### config.mk
export PLATFORM = sky130hd
export DESIGN_NAME = signed_decimal_record_codec
export DESIGN_NICKNAME = d
export VERILOG_FILES = /design/src/design/sdrc_pkg.sv /design/src/design/sdrc_front.sv /design/src/design/sdrc_back.sv /design/src/design/signed_decimal_record_codec.sv
export VERILOG_INCLUDE_DIRS = /design/src /design/src/design
export SDC_FILE = /design/constraint.sdc
export NUM_CORES = 2
export LEC_CHECK = 0
export BUFFER_PORTS_ARGS = -buffer_cell sky130_fd_sc_hd__buf_4
export CORE_MARGIN = 10
export CORE_UTILIZATION = 24
export CTS_CLUSTER_DIAMETER = 80
export DETAILED_ROUTE_END_ITERATION = 8
export SLEW_MARGIN = 30
export SYNTH_ARGS = -nofsm -noshare
export SYNTH_HDL_FRONTEND = slang
export SYNTH_HIERARCHICAL = 1
export SYNTH_SLANG_ARGS = --single-unit
### constraint.sdc
create_clock -name i_clk -period 14.7 [get_ports i_clk]
set_input_delay 0.735 -clock i_clk [delete_from_list [all_inputs] [get_ports i_clk]]
set_output_delay 0.735 -clock i_clk [all_outputs]
set_load 0.01 [all_outputs]
### src/design/signed_decimal_record_codec_defines.svh
// Assertion macros used by the codec back part.
`ifndef SIGNED_DECIMAL_RECORD_CODEC_DEFINES_SVH
`define SIGNED_DECIMAL_RECORD_CODEC_DEFINES_SVH

// Checks that an implication holds at every clock edge outside reset.
`define SDRC_ASSERT_IMP(label, clk, rst_n, pre, post, msg) \
    label: assert property (@(posedge clk) disable iff (!rst_n) (pre) |-> (post)) \
        else $error(msg);

// Checks that a condition leads to a consequence in the next cycle.
`define SDRC_ASSERT_NEXT(label, clk, rst_n, pre, post, msg) \
    label: assert property (@(posedge clk) disable iff (!rst_n) (pre) |=> (post)) \
        else $error(msg);

`endif

### src/design/sdrc_pkg.sv
package sdrc_pkg;

    localparam int unsigned FUNC_W  = 2;
    localparam int unsigned STAT_W  = 4;
    localparam int unsigned VALUE_W = 64;
    localparam int unsigned CNT_W   = 5;

    typedef enum logic [FUNC_W-1:0] {
        FN_ENCODE = 2'd0,
        FN_DECODE = 2'd1,
        FN_END    = 2'd2,
        FN_NONE   = 2'd3
    } t_func;

    typedef enum logic [STAT_W-1:0] {
        ST_DIGIT     = 4'd0,
        ST_VALUE     = 4'd1,
        ST_END       = 4'd2,
        ST_BAD_CDIG  = 4'd3,
        ST_BAD_SIGN  = 4'd4,
        ST_BAD_COUNT = 4'd5,
        ST_BAD_DIGIT = 4'd6,
        ST_RANGE     = 4'd7,
        ST_TRUNC     = 4'd8
    } t_status;

    // Item handed from the front part to the back part.
    typedef struct packed {
        t_func              func;
        logic [VALUE_W-1:0] value;
        logic [7:0]         digit;
    } t_item;

    // One result beat.
    typedef struct packed {
        t_status            status;
        logic [3:0]         digit;
        logic [VALUE_W-1:0] value;
        logic               last;
    } t_result;

endpackage

### src/design/sdrc_front.sv
// Accepts input beats, drops unused function codes and queues the rest.
module sdrc_front #(
    parameter int unsigned DEPTH = 2
) (
    input  logic                  i_clk,
    input  logic                  i_rst_n,
    input  logic                  i_valid,
    output logic                  o_ready,
    input  sdrc_pkg::t_item       i_item,
    output logic                  o_valid,
    input  logic                  i_ready,
    output sdrc_pkg::t_item       o_item
);
    import sdrc_pkg::*;

    localparam int unsigned AW = (DEPTH > 1) ? $clog2(DEPTH) : 1;

    t_item            r_mem [DEPTH];
    logic [AW-1:0]    r_wp, r_rp;
    logic [AW:0]      r_cnt;
    logic             w_push, w_pop;

    assign o_ready = (r_cnt != (AW+1)'(DEPTH));
    assign w_push  = i_valid && o_ready && (i_item.func != FN_NONE);
    assign o_valid = (r_cnt != '0);
    assign w_pop   = o_valid && i_ready;
    assign o_item  = r_mem[r_rp];

    always_ff @(posedge i_clk) begin
        if (!i_rst_n) begin
            r_wp  <= '0;
            r_rp  <= '0;
            r_cnt <= '0;
        end else begin
            if (w_push) begin
                r_wp <= (r_wp == AW'(DEPTH-1)) ? '0 : r_wp + 1'b1;
            end
            if (w_pop) begin
                r_rp <= (r_rp == AW'(DEPTH-1)) ? '0 : r_rp + 1'b1;
            end
            r_cnt <= r_cnt + (AW+1)'(w_push) - (AW+1)'(w_pop);
        end
    end

    always_ff @(posedge i_clk) begin
        if (w_push) begin
            r_mem[r_wp] <= i_item;
        end
    end
endmodule

### src/design/sdrc_back.sv
`include "signed_decimal_record_codec_defines.svh"
// Executes queued items: encode steps through convert and emit; decode is done in idle.
module sdrc_back #(
    parameter int unsigned MAX_DIGITS = 19
) (
    input  logic              i_clk,
    input  logic              i_rst_n,
    input  logic              i_valid,
    output logic              o_ready,
    input  sdrc_pkg::t_item   i_item,
    output logic              o_valid,
    input  logic              i_ready,
    output sdrc_pkg::t_result o_res
);
    import sdrc_pkg::*;

    typedef enum logic [2:0] {
        PH_TENS  = 3'd0,
        PH_UNITS = 3'd1,
        PH_SIGN  = 3'd2,
        PH_DATA  = 3'd3,
        PH_SKIP  = 3'd4
    } t_phase;

    typedef enum logic [1:0] {
        S_IDLE = 2'd0,
        S_CONV = 2'd1,
        S_EMIT = 2'd2
    } t_state;

    localparam logic [63:0] I64_MAX = 64'h7FFF_FFFF_FFFF_FFFF;

    t_state            r_state;
    t_phase            r_phase;
    logic [3:0]        r_tens;
    logic [CNT_W-1:0]  r_count, r_taken;
    logic              r_neg;
    logic [63:0]       r_mag;
    // encoder
    logic [63:0]       r_emag;
    logic [CNT_W-1:0]  r_n;
    logic [CNT_W-1:0]  r_p;
    logic [CNT_W-1:0]  r_k;
    logic              r_eneg;
    logic              r_ov;
    t_result           r_res;

    logic              w_accept, w_slot;
    logic [63:0]       w_lim, w_abs;
    logic [7:0]        w_cnt;
    logic [67:0]       w_prod;
    logic [3:0]        w_d;
    logic [CNT_W-1:0]  w_ndig;
    logic [63:0]       w_pw, w_sub;
    logic [3:0]        w_dig;

    function automatic logic [63:0] pow10(input logic [CNT_W-1:0] p);
        logic [63:0] v;
        case (p)
            5'd0:    v = 64'd1;
            5'd1:    v = 64'd10;
            5'd2:    v = 64'd100;
            5'd3:    v = 64'd1000;
            5'd4:    v = 64'd10000;
            5'd5:    v = 64'd100000;
            5'd6:    v = 64'd1000000;
            5'd7:    v = 64'd10000000;
            5'd8:    v = 64'd100000000;
            5'd9:    v = 64'd1000000000;
            5'd10:   v = 64'd10000000000;
            5'd11:   v = 64'd100000000000;
            5'd12:   v = 64'd1000000000000;
            5'd13:   v = 64'd10000000000000;
            5'd14:   v = 64'd100000000000000;
            5'd15:   v = 64'd1000000000000000;
            5'd16:   v = 64'd10000000000000000;
            5'd17:   v = 64'd100000000000000000;
            5'd18:   v = 64'd1000000000000000000;
            5'd19:   v = 64'd10000000000000000000;
            default: v = 64'd0;
        endcase
        return v;
    endfunction

    // Output register slot is free when empty or being drained.
    assign w_slot   = !r_ov || i_ready;
    assign o_ready  = (r_state == S_IDLE) && w_slot;
    assign w_accept = i_valid && o_ready;
    assign o_valid  = r_ov;
    assign o_res    = r_res;

    // Number of decimal digits of the magnitude, from parallel compares with powers of ten.
    always_comb begin
        w_ndig = CNT_W'(1);
        for (int k = 1; k < 20; k++) begin
            if (r_emag >= pow10(CNT_W'(k))) begin
                w_ndig = CNT_W'(k + 1);
            end
        end
    end

    // The remainder is below ten times the current power, so the digit is the
    // largest multiple of that power that still fits.
    always_comb begin
        w_pw  = pow10(r_p);
        w_dig = 4'd0;
        w_sub = 64'd0;
        for (int j = 1; j < 10; j++) begin
            if (r_emag >= w_pw * 64'(j)) begin
                w_dig = 4'(j);
                w_sub = w_pw * 64'(j);
            end
        end
    end

    assign w_abs  = i_item.value[63] ? (64'd0 - i_item.value) : i_item.value;
    assign w_cnt  = {4'd0, r_tens} * 8'd10 + i_item.digit;
    assign w_d    = i_item.digit[3:0];
    assign w_prod = {4'd0, r_mag} * 68'd10 + {64'd0, w_d};
    assign w_lim  = r_neg ? I64_MAX + 64'd1 : I64_MAX;

    always_ff @(posedge i_clk) begin
        logic n_ov;
        n_ov = r_ov && !i_ready;
        if (!i_rst_n) begin
            r_state <= S_IDLE;
            r_phase <= PH_TENS;
            r_tens  <= '0;
            r_count <= '0;
            r_taken <= '0;
            r_neg   <= 1'b0;
            r_mag   <= '0;
            r_ov    <= 1'b0;
            r_n     <= '0;
            r_p     <= '0;
            r_k     <= '0;
            r_eneg  <= 1'b0;
            r_emag  <= '0;
            r_res   <= '0;
        end else begin
            case (r_state)
                S_IDLE: begin
                    if (w_accept) begin
                        case (i_item.func)
                            FN_ENCODE: begin
                                r_emag  <= w_abs;
                                r_eneg  <= i_item.value[63];
                                r_state <= S_CONV;
                            end
                            FN_DECODE: begin
                                case (r_phase)
                                    PH_TENS: begin
                                        if (i_item.digit > 8'd9) begin
                                            r_phase <= PH_SKIP;
                                            r_res   <= '{ST_BAD_CDIG, 4'd0, 64'd0, 1'b1};
                                            n_ov     = 1'b1;
                                        end else begin
                                            r_tens  <= i_item.digit[3:0];
                                            r_phase <= PH_UNITS;
                                        end
                                    end
                                    PH_UNITS: begin
                                        if (i_item.digit > 8'd9) begin
                                            r_phase <= PH_SKIP;
                                            r_res   <= '{ST_BAD_CDIG, 4'd0, 64'd0, 1'b1};
                                            n_ov     = 1'b1;
                                        end else begin
                                            r_count <= (w_cnt >= 8'd1 &&
                                                        w_cnt <= 8'(MAX_DIGITS))
                                                       ? w_cnt[CNT_W-1:0] : '0;
                                            r_phase <= PH_SIGN;
                                        end
                                    end
                                    PH_SIGN: begin
                                        if (i_item.digit > 8'd1) begin
                                            r_phase <= PH_SKIP;
                                            r_res   <= '{ST_BAD_SIGN, 4'd0, 64'd0, 1'b1};
                                            n_ov     = 1'b1;
                                        end else if (r_count == '0) begin
                                            r_phase <= PH_SKIP;
                                            r_res   <= '{ST_BAD_COUNT, 4'd0, 64'd0, 1'b1};
                                            n_ov     = 1'b1;
                                        end else begin
                                            r_neg   <= i_item.digit[0];
                                            r_mag   <= '0;
                                            r_taken <= '0;
                                            r_phase <= PH_DATA;
                                        end
                                    end
                                    PH_DATA: begin
                                        if (i_item.digit > 8'd9) begin
                                            r_phase <= PH_SKIP;
                                            r_res   <= '{ST_BAD_DIGIT, 4'd0, 64'd0, 1'b1};
                                            n_ov     = 1'b1;
                                        end else if (w_prod[67:64] != 4'd0) begin
                                            r_phase <= PH_SKIP;
                                            r_res   <= '{ST_RANGE, 4'd0, 64'd0, 1'b1};
                                            n_ov     = 1'b1;
                                        end else begin
                                            r_mag   <= w_prod[63:0];
                                            r_taken <= r_taken + 1'b1;
                                            if (r_taken + 1'b1 >= r_count) begin
                                                n_ov = 1'b1;
                                                if (w_prod[63:0] > w_lim) begin
                                                    r_phase <= PH_SKIP;
                                                    r_res   <= '{ST_RANGE, 4'd0,
                                                                 64'd0, 1'b1};
                                                end else begin
                                                    r_phase <= PH_TENS;
                                                    r_res   <= '{ST_VALUE, 4'd0,
                                                        r_neg ? 64'd0 - w_prod[63:0]
                                                              : w_prod[63:0], 1'b1};
                                                end
                                            end
                                        end
                                    end
                                    default: begin
                                    end
                                endcase
                            end
                            FN_END: begin
                                r_res <= '{(r_phase == PH_UNITS || r_phase == PH_SIGN ||
                                            r_phase == PH_DATA) ? ST_TRUNC : ST_END,
                                           4'd0, 64'd0, 1'b1};
                                n_ov     = 1'b1;
                                r_phase <= PH_TENS;
                            end
                            default: begin
                            end
                        endcase
                    end
                end
                S_CONV: begin
                    r_n     <= w_ndig;
                    r_p     <= w_ndig - 1'b1;
                    r_k     <= '0;
                    r_state <= S_EMIT;
                end
                S_EMIT: begin
                    if (w_slot) begin
                        n_ov = 1'b1;
                        r_k <= r_k + 1'b1;
                        if (r_k == 5'd0) begin
                            r_res <= '{ST_DIGIT, (r_n >= 5'd10) ? 4'd1 : 4'd0, 64'd0, 1'b0};
                        end else if (r_k == 5'd1) begin
                            r_res <= '{ST_DIGIT, (r_n >= 5'd10) ? 4'(r_n - 5'd10)
                                                                : 4'(r_n), 64'd0, 1'b0};
                        end else if (r_k == 5'd2) begin
                            r_res <= '{ST_DIGIT, {3'd0, r_eneg}, 64'd0, 1'b0};
                        end else begin
                            // Magnitude digits, most significant first.
                            r_res  <= '{ST_DIGIT, w_dig, 64'd0, r_p == '0};
                            r_emag <= r_emag - w_sub;
                            r_p    <= r_p - 1'b1;
                            if (r_p == '0) begin
                                r_state <= S_IDLE;
                            end
                        end
                    end
                end
                default: begin
                    r_state <= S_IDLE;
                end
            endcase
            r_ov <= n_ov;
        end
    end

    `SDRC_ASSERT_IMP(a_digit, i_clk, i_rst_n, r_ov && r_res.status == ST_DIGIT,
        r_res.digit <= 4'd9, "encoded digit above nine")
    `SDRC_ASSERT_NEXT(a_stall, i_clk, i_rst_n, r_ov && !i_ready, r_ov && $stable(r_res),
        "result lost under stall")
    `SDRC_ASSERT_IMP(a_busy, i_clk, i_rst_n, r_state != S_IDLE, !o_ready,
        "item taken during encode")
    `SDRC_ASSERT_IMP(a_cnt, i_clk, i_rst_n, r_state == S_EMIT, r_n >= 5'd1 && r_n <= 5'd19,
        "encode digit count out of range")
    `SDRC_ASSERT_IMP(a_pos, i_clk, i_rst_n, r_state == S_EMIT, r_p < r_n,
        "encode digit position out of range")
endmodule

### src/design/signed_decimal_record_codec.sv
// A decode or end beat is taken from the queue by the back part when that part is idle and
// its output slot is free, and its result is registered there; decode beats sustain one per
// cycle while the receiver takes every result. An encode item holds the back part while it
// is taken, while its digits are counted and while its output beats leave: two count digits,
// its sign and its n = 1..19 magnitude digits, each when the output slot is free.
// Synchronous active-low reset returns the parser to the count tens digit and empties all queues.
module signed_decimal_record_codec #(
    parameter int unsigned MAX_DIGITS = 19
) (
    input  logic         i_clk,
    input  logic         i_rst_n,
    input  logic         s_axis_tvalid,
    output logic         s_axis_tready,
    input  logic [71:0]  s_axis_tdata,   // in_value[63:0], in_digit[71:64]
    input  logic [1:0]   s_axis_tuser,   // func[1:0]
    output logic         m_axis_tvalid,
    input  logic         m_axis_tready,
    output logic [71:0]  m_axis_tdata,   // out_digit[3:0], out_value[67:4], zeros
    output logic [3:0]   m_axis_tuser,   // status[3:0]
    output logic         m_axis_tlast
);
    import sdrc_pkg::*;

    t_item   w_in, w_q;
    logic    w_qv, w_qr;
    t_result w_res;

    assign w_in.func  = t_func'(s_axis_tuser);
    assign w_in.value = s_axis_tdata[63:0];
    assign w_in.digit = s_axis_tdata[71:64];

    sdrc_front #(.DEPTH(2)) u_front (
        .i_clk, .i_rst_n,
        .i_valid(s_axis_tvalid), .o_ready(s_axis_tready), .i_item(w_in),
        .o_valid(w_qv), .i_ready(w_qr), .o_item(w_q)
    );

    sdrc_back #(.MAX_DIGITS(MAX_DIGITS)) u_back (
        .i_clk, .i_rst_n,
        .i_valid(w_qv), .o_ready(w_qr), .i_item(w_q),
        .o_valid(m_axis_tvalid), .i_ready(m_axis_tready), .o_res(w_res)
    );

    assign m_axis_tdata = {4'd0, w_res.value, w_res.digit};
    assign m_axis_tuser = w_res.status;
    assign m_axis_tlast = w_res.last;
endmodule

# --- Word-level counts from Yosys, hierarchy flattened ---
# Memory sizes are Yosys's and may differ from the RTL's. A register that Yosys moved wholly into a read port is not among the register bits.
# Cells that the tools add are included.
word_totals:
  reg_bits: 242
  ramBits: 148
  romBits: 1888
  in_bits: 78
  word_cells: 265
  n_memories: 2
mem_list:
  columns: ["name", "words", "word_bits", "read_ports", "rd_ports_with_merged_regs", "wr", "line", "source"]
  rows:
  - ["(name not given)", 32, 59, 1, 1, 0, "sdrc_back.sv:59", "case (p)"]
  - ["u_front.r_mem", 2, 74, 1, 1, 1, "sdrc_front.sv:18", "t_item r_mem [DEPTH];"]
classes:
  n_addsub: 14
  multipliers: 7
  order_cmp: 35
  n_eq_ne: 29
  muxes: 120
  bitwise: 3
  reduce_logical: 35
op_table:
  columns: ["operator", "n"]
  rows:
  - ["64-bit two-way mux", 22]
  - ["73-bit two-way mux", 10]
  - ["64-bit >= comparator", 9]
  - ["73-bit one-hot mux with 2 select lines", 2]
  - ["64-bit one-hot mux with 2 select lines", 2]
  - ["73-bit one-hot mux with 3 select lines", 1]
  - ["64-bit by 3-bit multiplier with 64-bit output, second input constant", 2]
  - ["1-bit by 64-bit subtractor with 64-bit output, first input constant", 2]
  - ["5-bit two-way mux", 17]
  - ["72-bit two-way mux", 1]
  - ["69-bit two-way mux", 1]
  - ["68-bit by 4-bit adder with 68-bit output", 1]
  - ["64-bit by 3-bit multiplier with 67-bit output, second input constant", 1]
  - ["64-bit by 10-bit >= comparator with 1-bit output, second input constant", 1]
  - ["64-bit by 14-bit >= comparator with 1-bit output, second input constant", 1]
  - ["64-bit by 17-bit >= comparator with 1-bit output, second input constant", 1]
  - ["64-bit by 20-bit >= comparator with 1-bit output, second input constant", 1]
  - ["64-bit by 24-bit >= comparator with 1-bit output, second input constant", 1]
  - ["64-bit by 27-bit >= comparator with 1-bit output, second input constant", 1]
  - ["64-bit by 30-bit >= comparator with 1-bit output, second input constant", 1]
  - ["64-bit by 34-bit >= comparator with 1-bit output, second input constant", 1]
  - ["64-bit by 37-bit >= comparator with 1-bit output, second input constant", 1]
  - ["64-bit by 4-bit >= comparator with 1-bit output, second input constant", 1]
  - ["64-bit by 40-bit >= comparator with 1-bit output, second input constant", 1]
  - ["other kinds (66)", 161]

# --- Longest topological paths before layout ---
logic_depth:
  word_depth: 24
  ltp_mapped: 52
  ltp_nobuf: 51

# --- Hierarchy ---
# Netlist, hierarchy kept.
modules_own_cells:
  columns: ["mod", "n_inst", "cells_each", "area_per_inst_um2", "seq_area_each_um2"]
  rows:
  - ["sdrc_back", 1, 7799, 58588.7, 5845.6]
  - ["sdrc_front", 1, 261, 5629.1, 4544.4]
  - ["signed_decimal_record_codec", 1, 5, 33.8, 0.0]

# --- Worst setup path before layout ---
# Ideal clock, no wire load.
synth_timing:
  path_type: "register to register"
  startpoint: "register, netlist name u_back/w_pw[0]"
  endpoint: "register u_back.r_emag[58]"
  setup_time_ps: 70
  arrival_ps: 10808
  path_slack_ps: 3822
  path_stages_with_launch: 51
  path_buffers: 3
  cell_sequence: "dfxtp_1 > ha_1 > fa_1 > a211oi_1 > o211ai_1 > a41o_1 > a21boi_0 > a2111oi_0 > o41ai_1 > o21a_1 > nor2_1 > o21ai_0 > a21oi_1 > a21o_1 > a21oi_1 > o21a_1 > ha_1 > a21oi_1 > (+15 left out) > a31oi_1 > fa_1 > a21o_1 > a21o_1 > a211oi_1 > o21bai_1 > a21oi_1 > o21a_1 > o31a_1 > o21a_1 > o31ai_1 > a21oi_1 > o31a_1 > o31ai_1 > o41ai_1 > a21oi_1 > mux2_2 > a21oi_1"
synth_between:
  elab_chain_cells: 16
  elab_cells_between_ends: 29
  classes_between: "add/sub (1); mul (5); order compare (9); mux (14)"
synth_lines:
  columns: ["item", "line", "source"]
  rows:
  - ["parallel branches: the longest is 9 deep, another holds 64-bit by 2-bit multiplier with 64-bit output", null, null]
  - ["64-bit two-way mux *", "sdrc_back.sv:109", "if (r_emag >= w_pw * 64'(j)) begin"]
  - ["64-bit subtractor *", "sdrc_back.sv:253", "r_emag <= r_emag - w_sub;"]
  - ["64-bit two-way mux *", "sdrc_back.sv:248", "end else if (r_k == 5'd2) begin"]
  - ["64-bit two-way mux *", "sdrc_back.sv:245", "end else if (r_k == 5'd1) begin"]
  - ["64-bit two-way mux *", "sdrc_back.sv:243", "if (r_k == 5'd0) begin"]
  - ["64-bit two-way mux *", "sdrc_back.sv:240", "if (w_slot) begin"]
  - ["64-bit one-hot mux with 2 select lines *", "sdrc_back.sv:141", "case (r_state)"]
  - ["to (signal assigned)", "sdrc_back.sv:146", "r_emag <= w_abs;"]
  - ["to (signal assigned)", "sdrc_back.sv:253", null]
  - ["to (decl)", "sdrc_back.sv:40", "logic [63:0] r_emag;"]
# Every way passes the cells marked *. The select of a mux whose other input is x is not followed.
# A chain may end at the register's enable or synchronous reset.

# --- Worst setup path after layout ---
layout_timing:
  startpoint: "register, netlist name u_back/w_pw[3]"
  endpoint: "register u_back.r_emag[58]"
layout_between:
  elab_chain_cells: 16
  elab_cells_between_ends: 29
  classes_between: "add/sub (1); mul (5); order compare (9); mux (14)"
layout_lines:
  columns: ["item", "line"]
  rows:
  - ["parallel branches: the longest is 9 deep, another holds 64-bit by 2-bit multiplier with 64-bit output", null]
  - ["64-bit two-way mux *", "sdrc_back.sv:109"]
  - ["64-bit subtractor *", "sdrc_back.sv:253"]
  - ["64-bit two-way mux *", "sdrc_back.sv:248"]
  - ["64-bit two-way mux *", "sdrc_back.sv:245"]
  - ["64-bit two-way mux *", "sdrc_back.sv:243"]
  - ["64-bit two-way mux *", "sdrc_back.sv:240"]
  - ["64-bit one-hot mux with 2 select lines *", "sdrc_back.sv:141"]
# Marks and branches as above.

==> results_dict.tcl <==
set metrics [dict create \
    grt_pass1_vias 60200 \
    synthArstFlopShare 0 \
    violations "DRC" \
    crit_arrival_ns 14.88 \
    slew-limit-headroom 0.192 \
    overflow 0 \
    setup_viol 0 \
    synth_ff_type "dfxtp_1" \
    core-area_um2 266000 \
    finalHoldViolations 0 \
    drc_errors 2 \
    path_max_fanout 15 \
    antenna_found_initial 16 \
    stdcell_count 11700 \
    dr.pass1.iters 9 \
    hpwl_mm 207 \
    rsz0062_at_grt "false" \
    slew_violations 0 \
    worst_path_most_repeated_cell "a21oi_1" \
    via_count 64800 \
    ios 157 \
    skew_ns 0.0913 \
    ys_seq_area_frac 0.162 \
    cts_resized 0 \
    ant_nets 0 \
    hold_class "primary input to flop" \
    routed_wirelength_mm 262 \
    start_util 0.242 \
    clock-sinks 445 \
    syn_to_final_growth_pct 11.8 \
    status "finished with violations" \
    grt_usage 0.172 \
    cts_max_path_buffers 3 \
    crit_required_ns 15.26 \
    period_minus_slack_ns 14.32 \
    drtIter0Drc 7593 \
    finalSetupTns_ns 0 \
    yosysWarnings 6 \
    cts_setup_buffers 0 \
    fmax_mhz 69.8 \
    start_kind "flop" \
    max_stage_delay_ns 0.98 \
    io_buffers 152 \
    ctsHoldBuffers 0 \
    cts_made_buffers 56 \
    drv_cap 0 \
    timing.final.crit_share 0.974 \
    clk_pin_slew_worst_paths_ns 0.06 \
    tightest_slew_ns 1.20 \
    syn_area_per_cell_um2 7.97 \
    fp.dieArea_um2 289000 \
    cts_tree "yes" \
    worstSetupPathType "flop to flop" \
    synth.cell_area_um2 64300 \
    synth-edff-count 148 \
    wl_per_cell_um 22.4 \
    endpoint_kind "flop" \
    design_area_um2 71900 \
    final_nets 9374 \
    grt_max_degree 92 \
    ys_types 117 \
    cts_root_buffer "clkbuf_16" \
    row_count 189 \
    vias_per_cell 5.54 \
    ys_ff_latch 445 \
    htree_levels 2 \
    dp.cells 11600 \
    cp_slowest_cell "a2111oi_0" \
    fp.dieW_um 537 \
    syn_inst 8065 \
    final_layout_size_suffix_gt1_frac 0.0745 \
    die_y_um 537 \
    insertion_delay_ns 0.70 \
    grt_pass1_wl_mm 387 \
    setup_ws_ns 0.377 \
    place_congestion 1.00 \
    dp_slack_ns 1.02 \
    dpl_cell_area_um2 69900 \
]
area by class of cell:
class | instances | area (µm²)
Sequential cell | 445 | 10400
Multi-Input combinational cell | 6983 | 51600
Tap cell | 3533 | 4420
Timing Repair Buffer | 319 | 2410
Fill cell | 29000 | 194000
Inverter | 296 | 1120
Antenna cell | 13 | 32.5
Clock inverter | 35 | 399
Clock buffer | 70 | 1490
final timing paths:
path,start,endpoint,slack [ns],cells past startpoint
worst max-delay path,u_back/w_pw[3],u_back/r_emag[58],0.38,49
worst min-delay path,s_axis_tdata[45],u_front/r_mem[0][53],0.22,1
worst max register to register,u_back/w_pw[3],u_back/r_emag[58],0.38,49
worst min register to register,u_back/r_emag[35],u_back/r_emag[35],0.46,2
kinds of logic (layout without fill, tap and decap cells):
kind of cell             count (synthesis)  after routing  share of synthesized area
multiplexers                           123            123                     0.0207
buffers and inverters                  640            720                     0.0395
other                                    1             17                  0.0000584
adder cells (fa/ha/maj)               1199           1199                      0.241
AO/OA/AOI/OAI                         2682           2682                      0.273
flip-flops                             445            445                      0.162
XOR/XNOR                               511            511                     0.0703
AND/OR/NAND/NOR                       2464           2464                      0.194
stage by stage:
| stage | hold slack (ns) | utilization |
|---|---|---|
| after floorplan | 0.436 | - |
| after global placement | 0.443 | 0.263 |
| after detailed placement | 0.446 | 0.263 |
| after CTS | 0.184 | 0.270 |
| after global routing | 0.189 | 0.270 |
| final | 0.219 | 0.270 |
per-layer routing:
| metal | global-route usage | routed length (µm) | share of wire | up-vias |
|---|---|---|---|---|
| met2 | 0.262 | 110000 | 0.42 | 3094 |
| met1 | 0.241 | 116000 | 0.44 | 30700 |
| met5 | 0 | 38 | 0.00014 | - |
| li1 | - | - | - | 30500 |
| met3 | 0.0317 | 25500 | 0.097 | 507 |
| met4 | 0.0596 | 10700 | 0.041 | 6 |
cells in the final DEF (no fill, tap or decap), drive strengths merged, types with 32 or more instances in the layout:
| master | count |
|---|---|
| and4 | 32 |
| mux2 | 81 |
| fa | 63 |
| nand4 | 184 |
| and3 | 96 |
| ha | 1132 |
| inv | 294 |
| buf | 319 |
| dfxtp | 297 |
| o21bai | 65 |
| nand2b | 125 |
| a211oi | 96 |
| or3 | 154 |
| o21ai | 493 |
| nand2 | 689 |
| mux2i | 42 |
| xor2 | 215 |
| xnor2 | 294 |
| o22ai | 57 |
| nor2b | 116 |
| a21o | 394 |
| a31oi | 70 |
| and2 | 49 |
| nand3 | 198 |
| clkbuf | 70 |
| edfxtp | 148 |
| nor3 | 136 |
| nor4 | 63 |
| or4 | 35 |
| a21oi | 796 |
| nor2 | 469 |
| o21a | 95 |
| o31ai | 72 |
| or2 | 41 |
| o211ai | 127 |
| o221ai | 37 |
cell usage after synthesis, types with 38 or more instances:
master	number	area [µm²]
nand3_1	197	986
xor2_1	215	1880
o211ai_1	126	946
and2_1	47	294
a21oi_1	793	3970
dfxtp_1	297	5950
or2_2	38	238
nor2_1	469	1760
fa_1	63	1260
a211oi_1	91	683
nand2b_1	125	782
o31ai_1	71	533
o21ai_0	487	2440
nor3_1	132	661
o21bai_1	65	488
a31oi_1	70	438
inv_1	288	1080
o22ai_1	57	357
nor4_1	62	388
ha_1	1132	14200
nand4_1	184	1150
xnor2_1	292	2560
mux2_2	56	631
or3_1	154	963
mux2i_1	42	420
and3_1	96	601
nand2_1	689	2590
clkbuf_1	291	1090
o21a_1	95	713
nor2b_1	116	726
a21o_1	393	2950
edfxtp_1	148	4440
registers in the layout, indices dropped and copies added, names as in the netlist, 2 cells and up, named ones only:
name,cells
u_back/r_p,5
u_back/r_mag,64
u_back/r_taken,5
u_back/r_state,2
u_front/r_mem,148
u_back/r_n,5
u_back/r_tens,4
u_back/r_emag,64
u_front/r_cnt,2
u_back/r_count,5
u_back/w_pw,54
u_back/r_k,5
u_back/o_res,73
u_back/r_phase,3
critical path: cells and delay by family, from the launching register on:
family	cells	cell delay, ns
AOI/OAI and AO/OA	38	10.48
adders and majority gates	3	1.03
buffers and inverters	3	0.60
DFF	1	0.81
muxes	2	0.62
and+or+nand+nor	3	0.59
Power is left out: the tool's default activity adds up to more than one toggle a clock period on the data nets, which glitch-free logic cannot reach.
